--- src/rtl/h2r_pkg.sv ---
// Shared types and constants of the HSV to RGBA converter.
// No dependencies.
`timescale 1ns / 1ps

package h2r_pkg;

    localparam int NUM_STAGES = 5;
    localparam logic [7:0] BYTE_MAX = 8'd255;

    typedef enum logic [2:0] {
        SEC_RED_YELLOW   = 3'd0,
        SEC_YELLOW_GREEN = 3'd1,
        SEC_GREEN_CYAN   = 3'd2,
        SEC_CYAN_BLUE    = 3'd3,
        SEC_BLUE_MAGENTA = 3'd4,
        SEC_MAGENTA_RED  = 3'd5
    } sector_t;

    typedef enum logic [1:0] {
        SRC_V,
        SRC_P,
        SRC_Q,
        SRC_T
    } src_t;

    typedef struct packed {
        src_t r;
        src_t g;
        src_t b;
    } route_t;

    typedef struct packed {
        logic first;
        logic second;
    } stage_en_t;

    function automatic route_t route_of(input sector_t sec);
        route_t rt;
        unique case (sec)
            SEC_RED_YELLOW:   rt = '{r: SRC_V, g: SRC_T, b: SRC_P};
            SEC_YELLOW_GREEN: rt = '{r: SRC_Q, g: SRC_V, b: SRC_P};
            SEC_GREEN_CYAN:   rt = '{r: SRC_P, g: SRC_V, b: SRC_T};
            SEC_CYAN_BLUE:    rt = '{r: SRC_P, g: SRC_Q, b: SRC_V};
            SEC_BLUE_MAGENTA: rt = '{r: SRC_T, g: SRC_P, b: SRC_V};
            default:          rt = '{r: SRC_V, g: SRC_P, b: SRC_Q};
        endcase
        return rt;
    endfunction

endpackage

--- src/rtl/hsv_to_rgb_converter.sv ---
// HSV plus alpha to 8-bit RGBA pixel converter, top level and stage control.
// Depends on h2r_pkg, h2r_sector, h2r_coef and h2r_scale.
//
// The converter takes one HSV+alpha beat per clock while s_tready is high
// and returns one RGBA beat for each, in order. The five register stages
// are: hue sector and alpha byte, saturation times sector position, channel
// coefficient select, value times coefficient, clamp and round to bytes.
// Each stage holds its beat while the next one is full and cannot advance,
// so bubbles close up under back-pressure and up to five beats are in
// flight; s_tready drops only when every stage is full and m_tready is low.
`timescale 1ns / 1ps

module hsv_to_rgb_converter #(
    parameter int FRACTION_BITS = 16
) (
    input  logic                                        clk,
    input  logic                                        rst_n,
    input  logic                                        s_tvalid,
    output logic                                        s_tready,
    // hue, saturation, brightness, opacity; zero padded to whole bytes
    input  logic [((4*FRACTION_BITS+3+7)/8)*8-1:0]      s_tdata,
    output logic                                        m_tvalid,
    input  logic                                        m_tready,
    // red, green, blue, alpha_out
    output logic [31:0]                                 m_tdata
);

    localparam int F = FRACTION_BITS;
    localparam int N = h2r_pkg::NUM_STAGES;

    logic [N-1:0]           vld_reg;
    logic [N-1:0]           vld_next;
    logic [N-1:0]           vld_in;
    logic [N:0]             rdy;
    logic [N-1:0]           load;

    logic [F-1:0]           hue;
    logic [F:0]             saturation;
    logic [F:0]             brightness;
    logic [F:0]             opacity;

    h2r_pkg::sector_t       s1_sector;
    logic [F-1:0]           s1_pos;
    logic [F:0]             s1_sat;
    logic [F:0]             s1_val;
    logic [7:0]             s1_alpha;

    logic signed [F+2:0]    s3_coef_r;
    logic signed [F+2:0]    s3_coef_g;
    logic signed [F+2:0]    s3_coef_b;
    logic [F:0]             s3_val;
    logic [7:0]             s3_alpha;

    h2r_pkg::stage_en_t     coef_en;
    h2r_pkg::stage_en_t     scale_en;

    logic [7:0]             red;
    logic [7:0]             green;
    logic [7:0]             blue;
    logic [7:0]             alpha_out;

    assign hue        = s_tdata[F-1:0];
    assign saturation = s_tdata[2*F:F];
    assign brightness = s_tdata[3*F+1:2*F+1];
    assign opacity    = s_tdata[4*F+2:3*F+2];

    // Advance a stage when it is empty or its successor advances.
    always_comb
    begin
        rdy[N] = m_tready;
        for (int k = N - 1; k >= 0; k--)
        begin
            rdy[k] = !vld_reg[k] || rdy[k+1];
        end
    end

    always_comb
    begin
        vld_in[0] = s_tvalid;
        for (int k = 1; k < N; k++)
        begin
            vld_in[k] = vld_reg[k-1];
        end
        for (int k = 0; k < N; k++)
        begin
            load[k]     = rdy[k] && vld_in[k];
            vld_next[k] = rdy[k] ? vld_in[k] : vld_reg[k];
        end
    end

    always_ff @(posedge clk or negedge rst_n)
    begin
        if (!rst_n)
        begin
            vld_reg <= '0;
        end
        else
        begin
            vld_reg <= vld_next;
        end
    end

    assign coef_en  = '{first: load[1], second: load[2]};
    assign scale_en = '{first: load[3], second: load[4]};

    h2r_sector #(
        .FRACTION_BITS(FRACTION_BITS)
    ) u_sector (
        .clk        (clk),
        .en         (load[0]),
        .hue        (hue),
        .saturation (saturation),
        .brightness (brightness),
        .opacity    (opacity),
        .sector     (s1_sector),
        .pos        (s1_pos),
        .sat_out    (s1_sat),
        .val_out    (s1_val),
        .alpha_byte (s1_alpha)
    );

    h2r_coef #(
        .FRACTION_BITS(FRACTION_BITS)
    ) u_coef (
        .clk       (clk),
        .en        (coef_en),
        .sector    (s1_sector),
        .pos       (s1_pos),
        .sat_in    (s1_sat),
        .val_in    (s1_val),
        .alpha_in  (s1_alpha),
        .coef_r    (s3_coef_r),
        .coef_g    (s3_coef_g),
        .coef_b    (s3_coef_b),
        .val_out   (s3_val),
        .alpha_out (s3_alpha)
    );

    h2r_scale #(
        .FRACTION_BITS(FRACTION_BITS)
    ) u_scale (
        .clk       (clk),
        .en        (scale_en),
        .coef_r    (s3_coef_r),
        .coef_g    (s3_coef_g),
        .coef_b    (s3_coef_b),
        .val_in    (s3_val),
        .alpha_in  (s3_alpha),
        .red       (red),
        .green     (green),
        .blue      (blue),
        .alpha_out (alpha_out)
    );

    assign s_tready = rdy[0];
    assign m_tvalid = vld_reg[N-1];
    assign m_tdata  = {alpha_out, blue, green, red};

endmodule

--- src/rtl/h2r_sector.sv ---
// Stage 1: hue times six into sector and position, alpha to a byte.
// Depends on h2r_pkg.
`timescale 1ns / 1ps

module h2r_sector #(
    parameter int FRACTION_BITS = 16
) (
    input  logic                      clk,
    input  logic                      en,
    input  logic [FRACTION_BITS-1:0]  hue,
    input  logic [FRACTION_BITS:0]    saturation,
    input  logic [FRACTION_BITS:0]    brightness,
    input  logic [FRACTION_BITS:0]    opacity,
    output h2r_pkg::sector_t          sector,
    output logic [FRACTION_BITS-1:0]  pos,
    output logic [FRACTION_BITS:0]    sat_out,
    output logic [FRACTION_BITS:0]    val_out,
    output logic [7:0]                alpha_byte
);

    localparam int F = FRACTION_BITS;
    localparam logic [F+7:0] HALF = (F+8)'(1) << (F - 1);

    logic [F+2:0]           h6;
    logic [F+7:0]           a_scaled;
    logic [7:0]             alpha_next;

    h2r_pkg::sector_t       sector_reg;
    logic [F-1:0]           pos_reg;
    logic [F:0]             sat_reg;
    logic [F:0]             val_reg;
    logic [7:0]             alpha_reg;

    assign h6       = {1'b0, hue, 2'b00} + {2'b00, hue, 1'b0};
    assign a_scaled = {opacity[F-1:0], 8'd0} - {8'd0, opacity[F-1:0]} + HALF;

    always_comb
    begin
        if (opacity == '0)
        begin
            alpha_next = 8'd0;
        end
        else if (opacity[F])
        begin
            alpha_next = h2r_pkg::BYTE_MAX;
        end
        else
        begin
            alpha_next = a_scaled[F+7:F];
        end
    end

    always_ff @(posedge clk)
    begin
        if (en)
        begin
            sector_reg <= h2r_pkg::sector_t'(h6[F+2:F]);
            pos_reg    <= h6[F-1:0];
            sat_reg    <= saturation;
            val_reg    <= brightness;
            alpha_reg  <= alpha_next;
        end
    end

    assign sector     = sector_reg;
    assign pos        = pos_reg;
    assign sat_out    = sat_reg;
    assign val_out    = val_reg;
    assign alpha_byte = alpha_reg;

endmodule

--- src/rtl/h2r_coef.sv ---
// Stages 2 and 3: saturation times position, then per-channel coefficient.
// Depends on h2r_pkg.
`timescale 1ns / 1ps

module h2r_coef #(
    parameter int FRACTION_BITS = 16
) (
    input  logic                            clk,
    input  h2r_pkg::stage_en_t              en,
    input  h2r_pkg::sector_t                sector,
    input  logic [FRACTION_BITS-1:0]        pos,
    input  logic [FRACTION_BITS:0]          sat_in,
    input  logic [FRACTION_BITS:0]          val_in,
    input  logic [7:0]                      alpha_in,
    output logic signed [FRACTION_BITS+2:0] coef_r,
    output logic signed [FRACTION_BITS+2:0] coef_g,
    output logic signed [FRACTION_BITS+2:0] coef_b,
    output logic [FRACTION_BITS:0]          val_out,
    output logic [7:0]                      alpha_out
);

    localparam int F  = FRACTION_BITS;
    localparam int CW = F + 3;
    localparam logic signed [CW-1:0] ONE_C = CW'(1) << F;

    logic [2*F:0]               sf_prod;

    h2r_pkg::sector_t           sector_reg;
    logic [F:0]                 sf_reg;
    logic [F:0]                 sat_reg;
    logic [F:0]                 val_a_reg;
    logic [7:0]                 alpha_a_reg;

    logic signed [CW-1:0]       s_ext;
    logic signed [CW-1:0]       sf_ext;
    logic signed [CW-1:0]       cp;
    logic signed [CW-1:0]       cq;
    logic signed [CW-1:0]       ct;
    h2r_pkg::route_t            rt;
    logic signed [CW-1:0]       coef_r_next;
    logic signed [CW-1:0]       coef_g_next;
    logic signed [CW-1:0]       coef_b_next;

    logic signed [CW-1:0]       coef_r_reg;
    logic signed [CW-1:0]       coef_g_reg;
    logic signed [CW-1:0]       coef_b_reg;
    logic [F:0]                 val_b_reg;
    logic [7:0]                 alpha_b_reg;

    function automatic logic signed [CW-1:0] pick(
        input h2r_pkg::src_t        src,
        input logic signed [CW-1:0] vp,
        input logic signed [CW-1:0] vq,
        input logic signed [CW-1:0] vt
    );
        logic signed [CW-1:0] res;
        unique case (src)
            h2r_pkg::SRC_V: res = ONE_C;
            h2r_pkg::SRC_P: res = vp;
            h2r_pkg::SRC_Q: res = vq;
            h2r_pkg::SRC_T: res = vt;
            default:        res = ONE_C;
        endcase
        return res;
    endfunction

    assign sf_prod = (2*F+1)'(sat_in) * (2*F+1)'(pos);

    always_ff @(posedge clk)
    begin
        if (en.first)
        begin
            sector_reg  <= sector;
            sf_reg      <= sf_prod[2*F:F];
            sat_reg     <= sat_in;
            val_a_reg   <= val_in;
            alpha_a_reg <= alpha_in;
        end
    end

    assign s_ext  = $signed({2'b00, sat_reg});
    assign sf_ext = $signed({2'b00, sf_reg});
    assign cp     = ONE_C - s_ext;
    assign cq     = ONE_C - sf_ext;
    assign ct     = cp + sf_ext;
    assign rt     = h2r_pkg::route_of(sector_reg);

    assign coef_r_next = pick(rt.r, cp, cq, ct);
    assign coef_g_next = pick(rt.g, cp, cq, ct);
    assign coef_b_next = pick(rt.b, cp, cq, ct);

    always_ff @(posedge clk)
    begin
        if (en.second)
        begin
            coef_r_reg  <= coef_r_next;
            coef_g_reg  <= coef_g_next;
            coef_b_reg  <= coef_b_next;
            val_b_reg   <= val_a_reg;
            alpha_b_reg <= alpha_a_reg;
        end
    end

    assign coef_r    = coef_r_reg;
    assign coef_g    = coef_g_reg;
    assign coef_b    = coef_b_reg;
    assign val_out   = val_b_reg;
    assign alpha_out = alpha_b_reg;

endmodule

--- src/rtl/h2r_scale.sv ---
// Stages 4 and 5: value times coefficient, then clamp and round to bytes.
// Depends on h2r_pkg.
`timescale 1ns / 1ps

module h2r_scale #(
    parameter int FRACTION_BITS = 16
) (
    input  logic                            clk,
    input  h2r_pkg::stage_en_t              en,
    input  logic signed [FRACTION_BITS+2:0] coef_r,
    input  logic signed [FRACTION_BITS+2:0] coef_g,
    input  logic signed [FRACTION_BITS+2:0] coef_b,
    input  logic [FRACTION_BITS:0]          val_in,
    input  logic [7:0]                      alpha_in,
    output logic [7:0]                      red,
    output logic [7:0]                      green,
    output logic [7:0]                      blue,
    output logic [7:0]                      alpha_out
);

    localparam int F  = FRACTION_BITS;
    localparam int PW = 2 * F + 5;
    localparam logic [2*F+7:0] HALF = (2*F+8)'(1) << (2*F - 1);

    logic signed [F+1:0]    v_ext;
    logic signed [PW-1:0]   prod_r_next;
    logic signed [PW-1:0]   prod_g_next;
    logic signed [PW-1:0]   prod_b_next;

    logic signed [PW-1:0]   prod_r_reg;
    logic signed [PW-1:0]   prod_g_reg;
    logic signed [PW-1:0]   prod_b_reg;
    logic [7:0]             alpha_c_reg;

    logic [7:0]             red_reg;
    logic [7:0]             green_reg;
    logic [7:0]             blue_reg;
    logic [7:0]             alpha_d_reg;

    function automatic logic [7:0] to_byte(input logic signed [PW-1:0] x);
        logic [2*F+7:0] u;
        logic [7:0]     res;
        u = {x[2*F-1:0], 8'd0} - {8'd0, x[2*F-1:0]} + HALF;
        if (x[PW-1] || (x == '0))
        begin
            res = 8'd0;
        end
        else if (x[PW-2:2*F] != '0)
        begin
            res = h2r_pkg::BYTE_MAX;
        end
        else
        begin
            res = u[2*F+7:2*F];
        end
        return res;
    endfunction

    assign v_ext       = $signed({1'b0, val_in});
    assign prod_r_next = v_ext * coef_r;
    assign prod_g_next = v_ext * coef_g;
    assign prod_b_next = v_ext * coef_b;

    always_ff @(posedge clk)
    begin
        if (en.first)
        begin
            prod_r_reg  <= prod_r_next;
            prod_g_reg  <= prod_g_next;
            prod_b_reg  <= prod_b_next;
            alpha_c_reg <= alpha_in;
        end
    end

    always_ff @(posedge clk)
    begin
        if (en.second)
        begin
            red_reg     <= to_byte(prod_r_reg);
            green_reg   <= to_byte(prod_g_reg);
            blue_reg    <= to_byte(prod_b_reg);
            alpha_d_reg <= alpha_c_reg;
        end
    end

    assign red       = red_reg;
    assign green     = green_reg;
    assign blue      = blue_reg;
    assign alpha_out = alpha_d_reg;

endmodule

--- config.mk ---
export PLATFORM = sky130hd
export DESIGN_NAME = hsv_to_rgb_converter
export DESIGN_NICKNAME = d
export VERILOG_FILES = /design/src/rtl/h2r_pkg.sv /design/src/rtl/hsv_to_rgb_converter.sv /design/src/rtl/h2r_sector.sv /design/src/rtl/h2r_coef.sv /design/src/rtl/h2r_scale.sv
export SDC_FILE = /design/constraint.sdc
export NUM_CORES = 2
export LEC_CHECK = 0
export BUFFER_PORTS_ARGS = -buffer_cell sky130_fd_sc_hd__buf_2
export CORE_MARGIN = 4
export CORE_UTILIZATION = 60
export DETAILED_ROUTE_END_ITERATION = 16
export PLACE_DENSITY = 0.77
export SETUP_SLACK_MARGIN = 0.4
export SYNTH_ARGS = -nofsm -noshare
export SYNTH_HDL_FRONTEND = slang
export SYNTH_HIERARCHICAL = 1
export SYNTH_SLANG_ARGS = --single-unit
--- constraint.sdc ---
create_clock -name clk -period 9.1 [get_ports clk]
set_input_delay 2.275 -clock clk [delete_from_list [all_inputs] [get_ports clk]]
set_output_delay 2.275 -clock clk [all_outputs]
set_load 0.1 [all_outputs]
==> metrics <==
Num CTS Buffers 44; Post-CTS Setup Inserts 0; CP most frequent cell fa_1; Data arrival, critical path roughly 8 ns; clk_lat worst skew around 0.66 ns; Hold-fix buffers, CTS 0; CORE AREA ~110000 um2; area occupied by registers 10800 um2; final instance area 68000 um2; DR iter-0 viols 3269; drt pass-1 iters 7; die area about 110000 um2; area grow syn2layout 4.94%; Crit. End Element flop; CTS tree done; Max Cap Viol 0; Synth top area share between 30% and 40%; Slew HR between 10% and 20%; outcome complete, no violations; Most used DFF post-synth edfxtp_1; Synth top cells by count inv_1 (1630), fa_1 (1187), nand2_1 (748); multi-input logic area 47000 um2; most frequent cell after synthesis inv_1; asr flop ratio synth about 1.4%; clock slew at reported path FFs about 0.060 ns; Fin Setup TNS 0 ns; max incr delay on CP 1.16 ns; Required @ worst endpoint 9.49 ns; die width 337 um; top cells by area, synth fa_1 (37%), edfxtp_1 (16%), ha_1 (12%), inv_1 (9.4%), and2_1 (5.9%); Die Height roughly 340 um; final hold vios 0; min Tclk post-route ~7.5 ns; Mapped Area between 60000 and 70000 um2; DRT Wirelength about 150 mm; Synth Register Bits 360; vias per cell 5.62; period utilisation layout 82.8%; Slew @ Worst Pin ~1.2 ns; post-route ant nets 0; area post-placement 66600 um2; RD Place Congestion ~0.95; first-pass GRT wire length approximately 250 mm; row cnt between 100 and 150; Initial Util 60.5%; critical path class flop to flop; Hold Path Class flop to flop; largest net degree at the start of global routing between 70 and 80; IO Pins 110; vias between 40000 and 50000; share of post-route cells with drive strength above 1 ~3.9%; EDFF count, synth about 360; RSZ-0062 raised after global routing false; Startpoint Class flop; CTS Buffer Depth 3; crit-path cells buf_4 -> nand2_1 -> inv_1 -> fa_1 -> inv_1 -> fa_1 -> inv_1 -> fa_1 -> fa_1 -> fa_1 -> inv_1 -> fa_1 -> inv_1 -> ha_1 -> and3_1 -> and2_0 -> a221oi_1 -> nand2_1 -> nor3_2 -> nor4_1 -> o41a_1 -> nand3_1 -> o211ai_1; GRT Residual Overflow 0; fmax around 130 MHz; # resized after CTS 0; initial antenna violation count 1; number of I/O port buffers roughly 100; Util after Layout 63.4%; synthesized instance count 6751; CP max stage cell edfxtp_1; CP max FO 31; CTS Sinks 360; Yosys top cell by area fa_1; vias in the first global route roughly 50000; Syn Nets 8628; Layout fillers 8642; synth unique cells a little over 100; post-DP HPWL around 110 mm; DR WL/cell around 18 um; nets@finish 8582; Total GRT Usage a little over a quarter; Slew Limit Fails 0; family with the most delay on the worst path adder cells; count of final setup violators 0; H-tree levels 2; Synth Area per Inst around 9.6 um2; Remaining DRCs 0; Bufs and invs on worst path 6; root buf cell clkbuf_16; Synth Warn # 6; ant diodes 0; post-route clock skew around 0.05 ns; register area share after synthesis 16.6%
## cell type report
type / instances / area share (%)
Multi-Input combinational cell: 4524 / 69.2
Sequential cell: 360 / 15.9
Inverter: 1631 / 9.00
Tap cell: 1403 / 2.58
Clock buffer: 53 / 1.67
Timing Repair Buffer: 144 / 1.24
Clock inverter: 24 / 0.476
## through the flow
step | setup WS [ns] | hold slack (ns) | std cells
final | 1.56 | 0.414 | 8139
after global routing | 1.19 | 0.420 | 8139
after CTS | 1.58 | 0.413 | 8139
after global placement | 1.78 | 0.401 | 8062
after floorplan | 0.535 | 0.400 | 6751
after detailed placement | 1.63 | 0.405 | 8062
## cell usage in the layout, fill, tap and decap left out, drive strengths merged, types with 75 or more instances in the layout
| cell | instances |
|---|---|
| a21o | 75 |
| a21oi | 211 |
| and2 | 611 |
| buf | 144 |
| edfxtp | 355 |
| fa | 1187 |
| ha | 614 |
| inv | 1634 |
| nand2 | 748 |
| nor2 | 153 |
| o21ai | 120 |
| xnor2 | 129 |
## logic make-up after synthesis
logic type	synth area share, %
XOR/XNOR	2.53
flip-flops	16.6
other	0.00579
buffers and inverters	10.8
AO/OA/AOI/OAI	7.17
multiplexers	0.125
AND/OR/NAND/NOR	14.2
adder cells (fa/ha/maj)	48.5
## path summary, 6_finish.rpt
| kind | start | end | slack (ns) | cells after the start |
|---|---|---|---|---|
| max | u_coef/val_out[6] | u_scale/prod_g_reg[35] | 1.56 | 23 |
| min | u_sector/alpha_byte[2] | u_coef/alpha_a_reg[2] | 0.41 | 0 |
| max reg2reg | u_coef/val_out[6] | u_scale/prod_g_reg[35] | 1.56 | 23 |
| min reg2reg | u_sector/alpha_byte[2] | u_coef/alpha_a_reg[2] | 0.41 | 0 |
| max in group asynchronous | rst_n | vld_reg[0] | 7.55 | 1 |
| min in group asynchronous | rst_n | vld_reg[2] | 1.42 | 1 |
## per-layer routing
layer,vias to the layer above,global-route usage (%),share of wire [%]
met5,-,0,0
met4,0,8.08,2.8
met3,293,3.64,7.0
met2,1626,45.4,48
met1,23100,36.3,42
li1,20800,-,-
Power is left out: the tool's default activity adds up to more than one toggle a clock period on the data nets, which glitch-free logic cannot reach.
